### config.mk
export PLATFORM = sky130hd
export DESIGN_NAME = rsi_isqrt
export DESIGN_NICKNAME = d
export VERILOG_FILES = /design/src/rtl/rsi_isqrt.sv
export SDC_FILE = /design/constraint.sdc
export NUM_CORES = 2
export LEC_CHECK = 0
export BUFFER_PORTS_ARGS = -buffer_cell sky130_fd_sc_hd__buf_2
export CORE_AREA = 2 2 464 466
export CTS_CLUSTER_SIZE = 40
export DETAILED_ROUTE_END_ITERATION = 12
export DIE_AREA = 0 0 466 468
export PLACE_DENSITY = 0.71
export SLEW_MARGIN = 5
export SYNTH_ARGS = -nofsm -noshare
export SYNTH_HDL_FRONTEND = slang
export SYNTH_MEMORY_MAX_BITS = 65536
export SYNTH_SLANG_ARGS = --single-unit
### constraint.sdc
create_clock -name i_clk -period 11.7 [get_ports i_clk]
set_clock_uncertainty 0.2 [all_clocks]
set_input_delay 1.17 -clock i_clk [delete_from_list [all_inputs] [get_ports i_clk]]
set_output_delay 1.17 -clock i_clk [all_outputs]
set_load 0.05 [all_outputs]
### src/rtl/rsi_isqrt.sv
`default_nettype none

// Pipelined integer square root, one result bit per stage: floor(sqrt(i_val)).
module rsi_isqrt #(
    parameter int W_IN   = 64,
    parameter int W_SIDE = 1
) (
    input  logic                  i_clk,
    input  logic                  i_rst_n,
    input  logic                  i_en,
    input  logic                  i_valid,
    input  logic [W_IN-1:0]       i_val,
    input  logic [W_SIDE-1:0]     i_side,
    output logic                  o_valid,
    output logic [W_IN/2-1:0]     o_root,
    output logic [W_SIDE-1:0]     o_side
);

    localparam int W_OUT = W_IN / 2;
    localparam int W_R   = W_OUT + 2;

    logic                r_vld  [W_OUT];
    logic [W_IN-1:0]     r_x    [W_OUT];
    logic [W_R-1:0]      r_rem  [W_OUT];
    logic [W_OUT-1:0]    r_root [W_OUT];
    logic [W_SIDE-1:0]   r_side [W_OUT];

    for (genvar g = 0; g < W_OUT; g++) begin : g_stage
        logic              vld_in;
        logic [W_IN-1:0]   x_in;
        logic [W_R-1:0]    rem_in;
        logic [W_OUT-1:0]  root_in;
        logic [W_SIDE-1:0] side_in;
        logic [W_R-1:0]    rem_sh;
        logic [W_R-1:0]    trial;
        logic              ge;
        logic [W_R-1:0]    n_rem;
        logic [W_OUT-1:0]  n_root;

        if (g == 0) begin : g_src
            assign vld_in  = i_valid;
            assign x_in    = i_val;
            assign rem_in  = '0;
            assign root_in = '0;
            assign side_in = i_side;
        end else begin : g_src
            assign vld_in  = r_vld[g-1];
            assign x_in    = r_x[g-1];
            assign rem_in  = r_rem[g-1];
            assign root_in = r_root[g-1];
            assign side_in = r_side[g-1];
        end

        // bring down the next two radicand bits, try root*4+1
        assign rem_sh = {rem_in[W_R-3:0], x_in[W_IN-1:W_IN-2]};
        assign trial  = {root_in, 2'b01};
        assign ge     = rem_sh >= trial;
        assign n_rem  = ge ? rem_sh - trial : rem_sh;
        assign n_root = {root_in[W_OUT-2:0], ge};

        always_ff @(posedge i_clk) begin
            if (!i_rst_n) begin
                r_vld[g] <= 1'b0;
            end else if (i_en) begin
                r_vld[g] <= vld_in;
            end
        end

        always_ff @(posedge i_clk) begin
            if (i_en) begin
                r_x[g]    <= {x_in[W_IN-3:0], 2'b00};
                r_rem[g]  <= n_rem;
                r_root[g] <= n_root;
                r_side[g] <= side_in;
            end
        end
    end

    assign o_valid = r_vld[W_OUT-1];
    assign o_root  = r_root[W_OUT-1];
    assign o_side  = r_side[W_OUT-1];

endmodule

`default_nettype wire

* Word level (Yosys, flattened, before mapping)
Memories as Yosys holds them, arrays and structs flattened. Cells that the tools add are included.
Storage, ports and cells: flip-flop bits (word level) 0, latch bits 0, RAM bits 4160, bits in read-only memories 0, output and inout bits 34, word-level logic and storage cells 170, memories kept 5
Memories:
- r_x | depth 32, width 62, read ports 31, clocked after Yosys merged registers in 0, write ports 32, RTL line 23 | logic [W_IN-1:0] r_x [W_OUT];
- r_rem | depth 32, width 34, read ports 31, clocked after Yosys merged registers in 0, write ports 32, RTL line 24 | logic [W_R-1:0] r_rem [W_OUT];
- r_root | depth 32, width 32, read ports 32, clocked after Yosys merged registers in 0, write ports 32, RTL line 25 | logic [W_OUT-1:0] r_root [W_OUT];
- r_side | depth 32, width 1, read ports 32, clocked after Yosys merged registers in 0, write ports 32, RTL line 26 | logic [W_SIDE-1:0] r_side [W_OUT];
- r_vld | depth 32, width 1, read ports 32, clocked after Yosys merged registers in 0, write ports 32, RTL line 22 | logic r_vld [W_OUT];
Cells by class: add/subtract/negate cells 32, multiply operators 0, divide/modulo/power cells 0, magnitude comparators 32, eq/ne operators 0, shifts and indexed selects 0, multiplexer cells 69, bitwise operators 32, reduce and logical (&&, ||, !) cells 0
Operators with widths (count):
- $mux 34 | 32
- $ge 34x34->1 | 31
- $sub 34x34->34 | 31
- $mux 1 | 37
- $or 1x1->1 | 32
- $sub 2x1->3 const B | 1
- $ge 2x1->1 const B | 1

* Depth between registers and ports, before layout
word-level depth 4, gate-level depth with buffers 15

* Worst setup path after synthesis
OpenSTA, ideal clock, no wires.
kind reg-to-reg, from mem r_rem[0][421] (netlist bit), to mem r_rem[0][465] (netlist bit) (data pin), setup time 0.266 ns, arrival time 3.467 ns, data required time 11.234 ns, path slack 7.767 ns, cell stages (with the launch flop) 11, buffers on the path 1, clock period less this slack 3.933 ns, cells stage by stage edfxtp_1 > or3_4 > or4_1 > buf_2 > or4_1 > or2_1 > or3_1 > or4_4 > o21ai_4 > nor3_1 > xor2_1
RTL lines (RTL line):
- start, declared | 24

==> reports/metrics.yaml <==
core_mm2: 0.213
fin_area_mm2: 0.129
max_freq_ghz: 0.191
post-route-drc-count: 0
htree_levels: 5
ctsResizeCount: 0
ir_worst_vdd_mv: 0.130
ys_ff_latch: 2529
grtUsageTotal_pct: 21.2
gr-total-overflow: 0
drtAntennaViolNets: 0
holdCritPathClass: "reg -> reg"
drt-total-wl_um: 233000
fillerInstances: 16300
hpwl_um: 166000
grt_max_degree: 209
fp.dieW_um: 466
cp.required_ps: 12110
critPathCaptureType: "flip-flop"
synth.top_cell.area_share_pct: 65.0
synth_nets: 9589
cts-hold-fix-buffers: 0
vias_per_cell: 5.67
utilization_pct: 60.7
cts_tree: "built"
maxCapViolCount: 0
cts.sinks: 2529
multiInputGateArea_mm2: 0.0375
timing.setup.tns_ps: 0
rows: 170
cts_root_buf: "clkbuf_16"
netlist_instances: 8959
syn_area_per_cell_um2: 13.0
finalHoldViolCount: 0
cts_inserted_buffers: 284
cp-start-kind: "flip-flop"
yosysWarnings: 0
clock_latency_ps: 900
die_y_um: 468
arrival_ps: 5650
port_buffers: 102
cts.clk_slew.worst_paths_ps: 60
rsz0062_at_grt: "false"
cts_buffer_depth: 4
post-cts-setup-buffers: 0
synth.most_common_cell: "edfxtp_1"
final_max_slew_viol_count: 0
worstHoldPathCells: 0
antenna_found_initial: 3
relSlewSlack_pct: 13.0
yosys-top-cells-count: "edfxtp_1, inv_1, nand2_1"
synth-seq-area-share_pct: 65.0
detail_route.wl_per_cell_um: 19.0
register_area_mm2: 0.0759
die-area_mm2: 0.218
total_power_w: 0.0260
synth_ff_type: "edfxtp_1"
synth_cell_type_count: 86
period_needed_ps: 5230
powerDensity_mw_per_mm2: 201
min_period_over_period_pct: 44.7
synthTopCellsByArea: "edfxtp_1, ha_1, xnor2_1, xor2_1, inv_1"
tightest_slew_ps: 1290
synth_area_leader_cell: "edfxtp_1"
synth_edf_count: 2528
grt_pass1_wl_um: 368000
reg2reg_depth: 10
synth-async-reset-ratio_pct: 0
critical_path_class: "reg -> reg"
setup_viol: 0
drive_above_1_share_pct: 7.32
crit_fanout: 31
drtIter0Drc: 5181
start_util_pct: 54.7
outcome: "finished clean"
nNetsFinal: 9841
ios: 103
vias: 69400
first_pass_iters: 6
first_global_vias: 68400
total_leakage_power_nw: 49.5
syn_area_mm2: 0.117
routabilityCongestion: 0.908
dpl_cell_area_mm2: 0.121
areaGrowthSynthToFinish_pct: 10.9
placed cells by master (no fill, tap or decap), drive strengths merged, types with 15 or more instances in the layout:
cell type,count
a211oi,55
xor2,388
edfxtp,2528
o21a,96
bufinv,24
clkinv,90
nand2b,119
and3,79
a21oi,532
nand4,109
a31oi,55
a21o,239
o41ai,15
ha,561
a2111oi,15
nand3b,23
nor2b,71
o21ai,512
inv,732
nor2,501
a21boi,22
buf,147
nand3,137
o211ai,29
or4,52
nand2,620
nor4,104
xnor2,393
o31ai,59
nor4b,17
nor3,220
or3,88
mux2,76
and2,40
o21bai,44
or2,40
and4,18
clkbuf,337
clkinvlp,15
power breakdown:
| part | internal, W | leakage, nW | switching, W |
|---|---|---|---|
| logic | 0.00221 | 20.8 | 0.00311 |
| clock network | 0.00504 | 4.25 | 0.00341 |
| registers | 0.0115 | 24.4 | 0.000769 |
| total | 0.0187 | 49.5 | 0.00729 |
metal layers:
layer,up-vias,track usage (%),share of wire (%)
met1,33500,26.9,42
met4,0,8.20,3.7
li1,33700,-,-
met2,1602,36.9,50
met3,549,2.64,3.6
met5,-,0,0
flip-flops by register name (all words and copies together) (netlist names):
name and flops:
r_vld 32, r_rem 945, r_side 32, r_root 528, r_x 992
logic make-up (layout without fill, tap and decap cells):
kind of cell / after synthesis / count (layout) / synth area share [%]
flops: 2529 / 2529 / 65.0
simple gates: 2281 / 2281 / 9.71
compound gates: 1816 / 1816 / 9.62
buf+inv: 902 / 1345 / 2.91
xor+xnor: 781 / 781 / 5.86
fa+ha+maj: 561 / 561 / 6.01
mux: 88 / 88 / 0.836
other cells: 1 / 6 / 0.00321
stage by stage:
stage | hold WS, ps | worst slack (ps) | instances
after floorplan | 200 | 7770 | 8959
after global placement | 200 | 6540 | 11800
after detailed placement | 205 | 6530 | 11800
after CTS | 161 | 6490 | 12200
after global routing | 180 | 6120 | 12200
final | 204 | 6470 | 12200
final cells by class:
type	instances	area share [%]
Multi-Input combinational cell	5528	29.0
Clock buffer	337	5.74
Inverter	721	2.09
Timing Repair Buffer	147	0.754
Antenna cell	5	0.00967
Sequential cell	2529	58.7
Clock inverter	140	1.04
Tap cell	2838	2.74
critical path, cell delays in order, from the launching register on:
cell and delay, ps:
edfxtp_1 390, ha_1 360, nor2b_1 160, o31ai_1 360
a21oi_1 200, nor3_1 270, o21ai_0 220, a221oi_1 550
o311a_1 900, inv_1 800, mux2_2 510
worst paths after layout:
kind	slack, ps	start	endpoint
worst min register to register	200	r_x[0][359]$_DFFE_PP_	r_x[0][423]$_DFFE_PP_
worst max-delay path	6470	r_rem[1][204]$_DFFE_PP_	r_rem[1][259]$_DFFE_PP_
worst max register to register	6470	r_rem[1][204]$_DFFE_PP_	r_rem[1][259]$_DFFE_PP_
worst min-delay path	200	r_x[0][359]$_DFFE_PP_	r_x[0][423]$_DFFE_PP_
No activity file was read; power rests on OpenSTA's default activity.
