==> config.mk <==
export PLATFORM = sky130hd
export DESIGN_NAME = rsi_div
export DESIGN_NICKNAME = d
export VERILOG_FILES = /design/src/rtl/rsi_div.sv
export SDC_FILE = /design/constraint.sdc
export NUM_CORES = 2
export LEC_CHECK = 0
export BUFFER_PORTS_ARGS = -buffer_cell sky130_fd_sc_hd__buf_2
export CORE_ASPECT_RATIO = 1.2
export CORE_MARGIN = 2
export CORE_UTILIZATION = 50
export DETAILED_ROUTE_END_ITERATION = 16
export PLACE_DENSITY = 0.71
export SYNTH_ARGS = -nofsm -noshare
export SYNTH_HDL_FRONTEND = slang
export SYNTH_SLANG_ARGS = --single-unit
==> constraint.sdc <==
create_clock -name i_clk -period 5.1 [get_ports i_clk]
set_input_delay 0.765 -clock i_clk [delete_from_list [all_inputs] [get_ports i_clk]]
set_output_delay 0.765 -clock i_clk [all_outputs]
set_load 0.005 [all_outputs]
==> src/rtl/rsi_div.sv <==
`default_nettype none

// Pipelined restoring divider, one quotient bit per stage.
// The dividend must be below i_den * 2^W_Q.
module rsi_div #(
    parameter int W_DEN  = 32,
    parameter int W_Q    = 17,
    parameter int W_SIDE = 1
) (
    input  logic                        i_clk,
    input  logic                        i_rst_n,
    input  logic                        i_en,
    input  logic                        i_valid,
    input  logic [W_DEN+W_Q-2:0]        i_num,
    input  logic [W_DEN-1:0]            i_den,
    input  logic [W_SIDE-1:0]           i_side,
    output logic                        o_valid,
    output logic [W_Q-1:0]              o_quo,
    output logic [W_SIDE-1:0]           o_side
);

    localparam int W_NUM = W_DEN + W_Q - 1;

    logic                r_vld  [W_Q];
    logic [W_NUM-1:0]    r_rem  [W_Q];
    logic [W_DEN-1:0]    r_den  [W_Q];
    logic [W_Q-1:0]      r_quo  [W_Q];
    logic [W_SIDE-1:0]   r_side [W_Q];

    for (genvar g = 0; g < W_Q; g++) begin : g_stage
        logic              vld_in;
        logic [W_NUM-1:0]  rem_in;
        logic [W_DEN-1:0]  den_in;
        logic [W_Q-1:0]    quo_in;
        logic [W_SIDE-1:0] side_in;
        logic [W_NUM-1:0]  den_sh;
        logic              ge;

        if (g == 0) begin : g_src
            assign vld_in  = i_valid;
            assign rem_in  = i_num;
            assign den_in  = i_den;
            assign quo_in  = '0;
            assign side_in = i_side;
        end else begin : g_src
            assign vld_in  = r_vld[g-1];
            assign rem_in  = r_rem[g-1];
            assign den_in  = r_den[g-1];
            assign quo_in  = r_quo[g-1];
            assign side_in = r_side[g-1];
        end

        assign den_sh = W_NUM'(den_in) << (W_Q - 1 - g);
        assign ge     = rem_in >= den_sh;

        always_ff @(posedge i_clk) begin
            if (!i_rst_n) begin
                r_vld[g] <= 1'b0;
            end else if (i_en) begin
                r_vld[g] <= vld_in;
            end
        end

        always_ff @(posedge i_clk) begin
            if (i_en) begin
                r_rem[g]  <= ge ? rem_in - den_sh : rem_in;
                r_den[g]  <= den_in;
                r_quo[g]  <= {quo_in[W_Q-2:0], ge};
                r_side[g] <= side_in;
            end
        end
    end

    assign o_valid = r_vld[W_Q-1];
    assign o_quo   = r_quo[W_Q-1];
    assign o_side  = r_side[W_Q-1];

endmodule

`default_nettype wire

# Yosys cells after proc, flatten, opt, wreduce, memory -nomap -nowiden
# Memories as Yosys holds them, arrays and structs flattened.
# Cells that the tools add are included.
# totals
ram_bits	1683
memories	5
output_inout_bits	19
ff_bits	0
# mem_list
name	words	width	rd	rd_ports_with_merged_regs	write_ports	line	rtl
r_rem	17	48	16	0	17	25	logic [W_NUM-1:0] r_rem [W_Q];
r_den	17	32	16	0	17	26	logic [W_DEN-1:0] r_den [W_Q];
r_quo	17	17	17	0	17	27	logic [W_Q-1:0] r_quo [W_Q];
r_side	17	1	17	0	17	28	logic [W_SIDE-1:0] r_side [W_Q];
r_vld	17	1	17	0	17	24	logic r_vld [W_Q];
# op_classes
bitwise_logic	17
magnitude_cmp	17
muxes	39
n_addsub	17
# ops
operator	n
48-bit 2-to-1 mux	17
48-bit by 32-bit >= comparator with 1-bit output	1
48-bit by 33-bit >= comparator with 1-bit output	1
48-bit by 34-bit >= comparator with 1-bit output	1
48-bit by 35-bit >= comparator with 1-bit output	1
48-bit by 36-bit >= comparator with 1-bit output	1
48-bit by 37-bit >= comparator with 1-bit output	1
48-bit by 38-bit >= comparator with 1-bit output	1
48-bit by 39-bit >= comparator with 1-bit output	1
48-bit by 40-bit >= comparator with 1-bit output	1
48-bit by 41-bit >= comparator with 1-bit output	1
48-bit by 42-bit >= comparator with 1-bit output	1
48-bit by 43-bit >= comparator with 1-bit output	1
48-bit by 44-bit >= comparator with 1-bit output	1
48-bit by 45-bit >= comparator with 1-bit output	1
48-bit by 46-bit >= comparator with 1-bit output	1
48-bit by 47-bit >= comparator with 1-bit output	1
48-bit >= comparator	1
48-bit by 32-bit subtractor with 48-bit output	1
48-bit by 33-bit subtractor with 48-bit output	1
48-bit by 34-bit subtractor with 48-bit output	1
48-bit by 35-bit subtractor with 48-bit output	1
48-bit by 36-bit subtractor with 48-bit output	1
48-bit by 37-bit subtractor with 48-bit output	1
other kinds (13)	50

# Depth between registers and ports, before layout
# logic_depth
depth_word	4
depth_mapped	17
ltp_nobuf	15

# Worst setup path before layout
# OpenSTA, ideal clock, no wires.
# synth_timing
path_type	in2reg
start	input i_num[16]
end	memory r_rem[0][35] (netlist name) (data pin)
cell_stages	14
setup_slack_ns	1.382
required_ns	4.840
arrival_ns	3.458
path_buffers	1
setup_time_ns	0.260
cell_sequence	inv_1 > ha_1 > fa_1 > nor2b_1 > o31a_1 > o311ai_1 > and4_1 > o31ai_2 > o21ai_1 > nand2_1 > a21oi_1 > o21ai_2 > buf_2 > mux2_2
# synth_rtl
item	line	rtl
start: declaration	14	input logic [W_DEN+W_Q-2:0] i_num,
end: declaration	25	

==> out/metrics.yaml <==
placed_design:
  placed_cells: 9539
  placement.io_buffers: 103
  hpwl_mm: 138
  pre_cts_slack_ns: 0.665
  gp_congestion: 0.995
pwr:
  p_leak_nw: 36.0
  p_total_mw: 51.5
  ir_drop_uv: 288
  cellPowerDensity_mw_per_mm2: 570
synthesis:
  ys_seq_area_share_pct: 53.7
  yosysWarnings: 0
  synth_edf_count: 1466
  synth-seq-cells: 1467
  synth.avg_cell_area_um2: 11.0
  synth_ff_type: "edfxtp_1"
  async_reset_ff_share_pct: 0
  synthesis.area_mm2: 0.0820
  synth.net_count: 8084
  synth_cells: 7439
  synth_cell_types: 98
final_layout:
  nets: 8211
  diodes: 0
  drive_above_1_share_pct: 7.45
  stdcell_count: 9824
  syn_to_final_growth_pct: 10.3
grt:
  grt_pass1_wl_mm: 287
  grt_pass1_vias: 57899
  grt_start_max_net_pins: 143
  antenna_found_initial: 0
  overflow: 0
  grt_usage_pct: 21.4
timing:
  finalSetupViolations: 0
  fin_ws_ns: 0.583
  max_slew_margin_pct: 41.4
  fin_crit_sh_pct: 88.6
  clock-skew-final_ns: 0.0328
  fin_tns_setup_ns: 0
  finalHoldViolCount: 0
  rsz0062_at_grt: "false"
  min_period_ns: 4.52
  fmax_mhz: 221
  slew_violations: 0
  worstMarginPinSlew_ns: 0.869
drt:
  firstDrtPassIters: 5
  dr_total_vias: 55482
  ant_nets: 0
  wl_mm: 179
  routedWlPerCell_um: 18.3
  vias_per_cell: 5.65
  drc: 0
  drt-initial-drc-count: 2556
floorplan:
  num_rows: 162
  die_y_um: 448
  start_util_pct: 50.4
  pin_count: 104
  fp.dieW_um: 374
  core-area_mm2: 0.163
  die_area_mm2: 0.167
setup_path:
  r2r_cells: 15
  worstSetupPathType: "reg2reg"
  worstPathMaxFanout: 54
  cp.arrival_ns: 5.05
  cp-end-kind: "flop"
  required_ns: 5.64
  r2r-end: "r_rem[0][675]"
  critPathLaunchType: "flop"
  r2r_setup_slack_ns: 0.58
  r2r-start: "r_rem[0][626]"
clock_tree:
  root_buffer: "clkbuf_16"
  hold_buffers: 0
  cts_buffer_depth: 3
  numCtsBuffers: 157
  clock_sinks: 1467
  post_cts_buffers: 0
  cts_resized: 0
  htreeDepth: 4
  clk_latency_ns: 0.80
  cts_tree: "built"
  clk_pin_slew_worst_paths_ns: 0.06
run_status:
  status: "complete, no violations"
flow_run:
  maxCapViolCount: 0
worst_hold_path:
  worstHoldEndpoint: "r_den[0][7]"
  hold_depth: 1
  hold_start: "i_den[7]"
  hold_class: "in2reg"
## worst max-delay path: stages, from the launching register on
cell and delay, ns:
edfxtp_1 0.39, inv_1 0.07, ha_1 0.16, inv_1 0.05, fa_1 0.40, a21o_1 0.20
a21oi_1 0.23, nor2b_1 0.09, o31a_1 0.33, a21oi_1 0.39, a2111oi_0 0.19, buf_4 0.18
o21ai_0 0.29, a31o_2 0.40, buf_4 0.47, mux2_2 0.39
## power breakdown
group          switching [mW]  total (mW)  leakage (nW)  internal (mW)
Combinational            12.4        21.3          19.3           8.91
Clock                    4.73        11.3          2.51           6.59
Sequential               1.62        18.9          14.2           17.3
## Yosys cell counts (14+ instances only)
master	instances	area, um2
a2111oi_0	18	158
or3_1	31	194
a21o_1	296	2220
nand4_1	99	619
o21bai_1	61	458
nor2_1	507	1900
nor3_1	104	521
inv_1	692	2600
a21oi_1	702	3510
a31o_2	14	123
nor4_1	58	363
xor2_1	241	2110
a221oi_1	14	123
nor2b_1	103	644
or2_2	19	119
and2_1	19	119
nand2_1	533	2000
o211ai_1	37	278
a21boi_0	17	128
and3_1	60	375
nand4b_1	14	123
nand3_1	120	601
o21ai_0	466	2330
o21ai_1	26	130
ha_1	544	6810
clkbuf_1	163	612
fa_1	16	320
o31ai_1	32	240
xnor2_1	317	2780
o31a_1	15	131
buf_2	34	170
a211oi_1	26	195
nand2b_1	89	557
a31oi_1	53	332
o21a_1	68	510
edfxtp_1	1466	44000
mux2_2	99	1110
or4_1	28	210
## state kept, by name (all words and copies together) (netlist names)
| name | cells |
|---|---|
| r_den | 512 |
| r_side | 17 |
| r_vld | 17 |
| r_rem | 768 |
| r_quo | 153 |
## worst max path at each step
stage	depth (start not counted)	startpoint	end
final	15	r_rem[0][626]	r_rem[0][675]
after global routing	15	r_rem[0][626]	r_rem[0][675]
after CTS	15	r_rem[0][626]	r_rem[0][675]
after detailed placement	15	r_rem[0][626]	r_rem[0][675]
after global placement	15	i_num[16]	r_rem[0][42]
after floorplan	14	i_num[16]	r_rem[0][35]
## routing by layer
| layer | global-route usage (%) | vias to the layer above | wire length (um) |
|---|---|---|---|
| met5 | 0 | - | 0 |
| met4 | 14.9 | 0 | 12600 |
| met1 | 18.6 | 26126 | 59800 |
| met3 | 2.46 | 610 | 4660 |
| met2 | 44.3 | 1229 | 102000 |
| li1 | - | 27517 | - |
## layout by cell type (no fill, tap or decap), drive strengths merged, types with 21 or more instances in the layout
cell type,n
nand2,533
nor3,104
nand3,120
nand4,99
a211oi,29
o211ai,39
nor4,58
ha,544
o21ai,494
a21oi,705
o31ai,36
nor2b,103
inv,699
or4,28
nand2b,89
a21o,296
xor2,241
and3,60
buf,175
nor2,507
o21bai,61
o21a,68
a31oi,55
a2111oi,23
or3,31
clkbuf,197
mux2,101
clkinv,65
edfxtp,1466
and2,21
xnor2,317
## cell type report
| class | instances | area, um2 |
|---|---|---|
| multi-input combinational | 5072 | 34600 |
| clock inverter | 88 | 1000 |
| sequential | 1467 | 44000 |
| timing repair buffer | 175 | 1270 |
| tap | 2132 | 2670 |
| clock buffer | 197 | 4160 |
| inverter | 693 | 2600 |
| fill | 13556 | 72200 |
## metrics by stage
stage                     utilization (%)  hold WS, ns  instance area (um2)
after global routing                 55.6       0.0902                90400
after global placement               52.4        0.400                85200
after floorplan                         -        0.400                82000
final                                55.6        0.149                90400
after CTS                            55.6       0.0600                90400
after detailed placement             52.4        0.405                85200
## cells by family (layout without fill, tap and decap cells)
kind of cell    Yosys count  after routing  synth area share [%]
xor+xnor                558            558                  5.96
fa+ha+maj               560            560                  8.69
compound gates         2001           2001                  15.1
buf+inv                 900           1153                  4.18
mux                     105            105                  1.44
simple gates           1848           1848                  10.9
flops                  1467           1467                  53.7
Power figures use the tool's default switching activity.
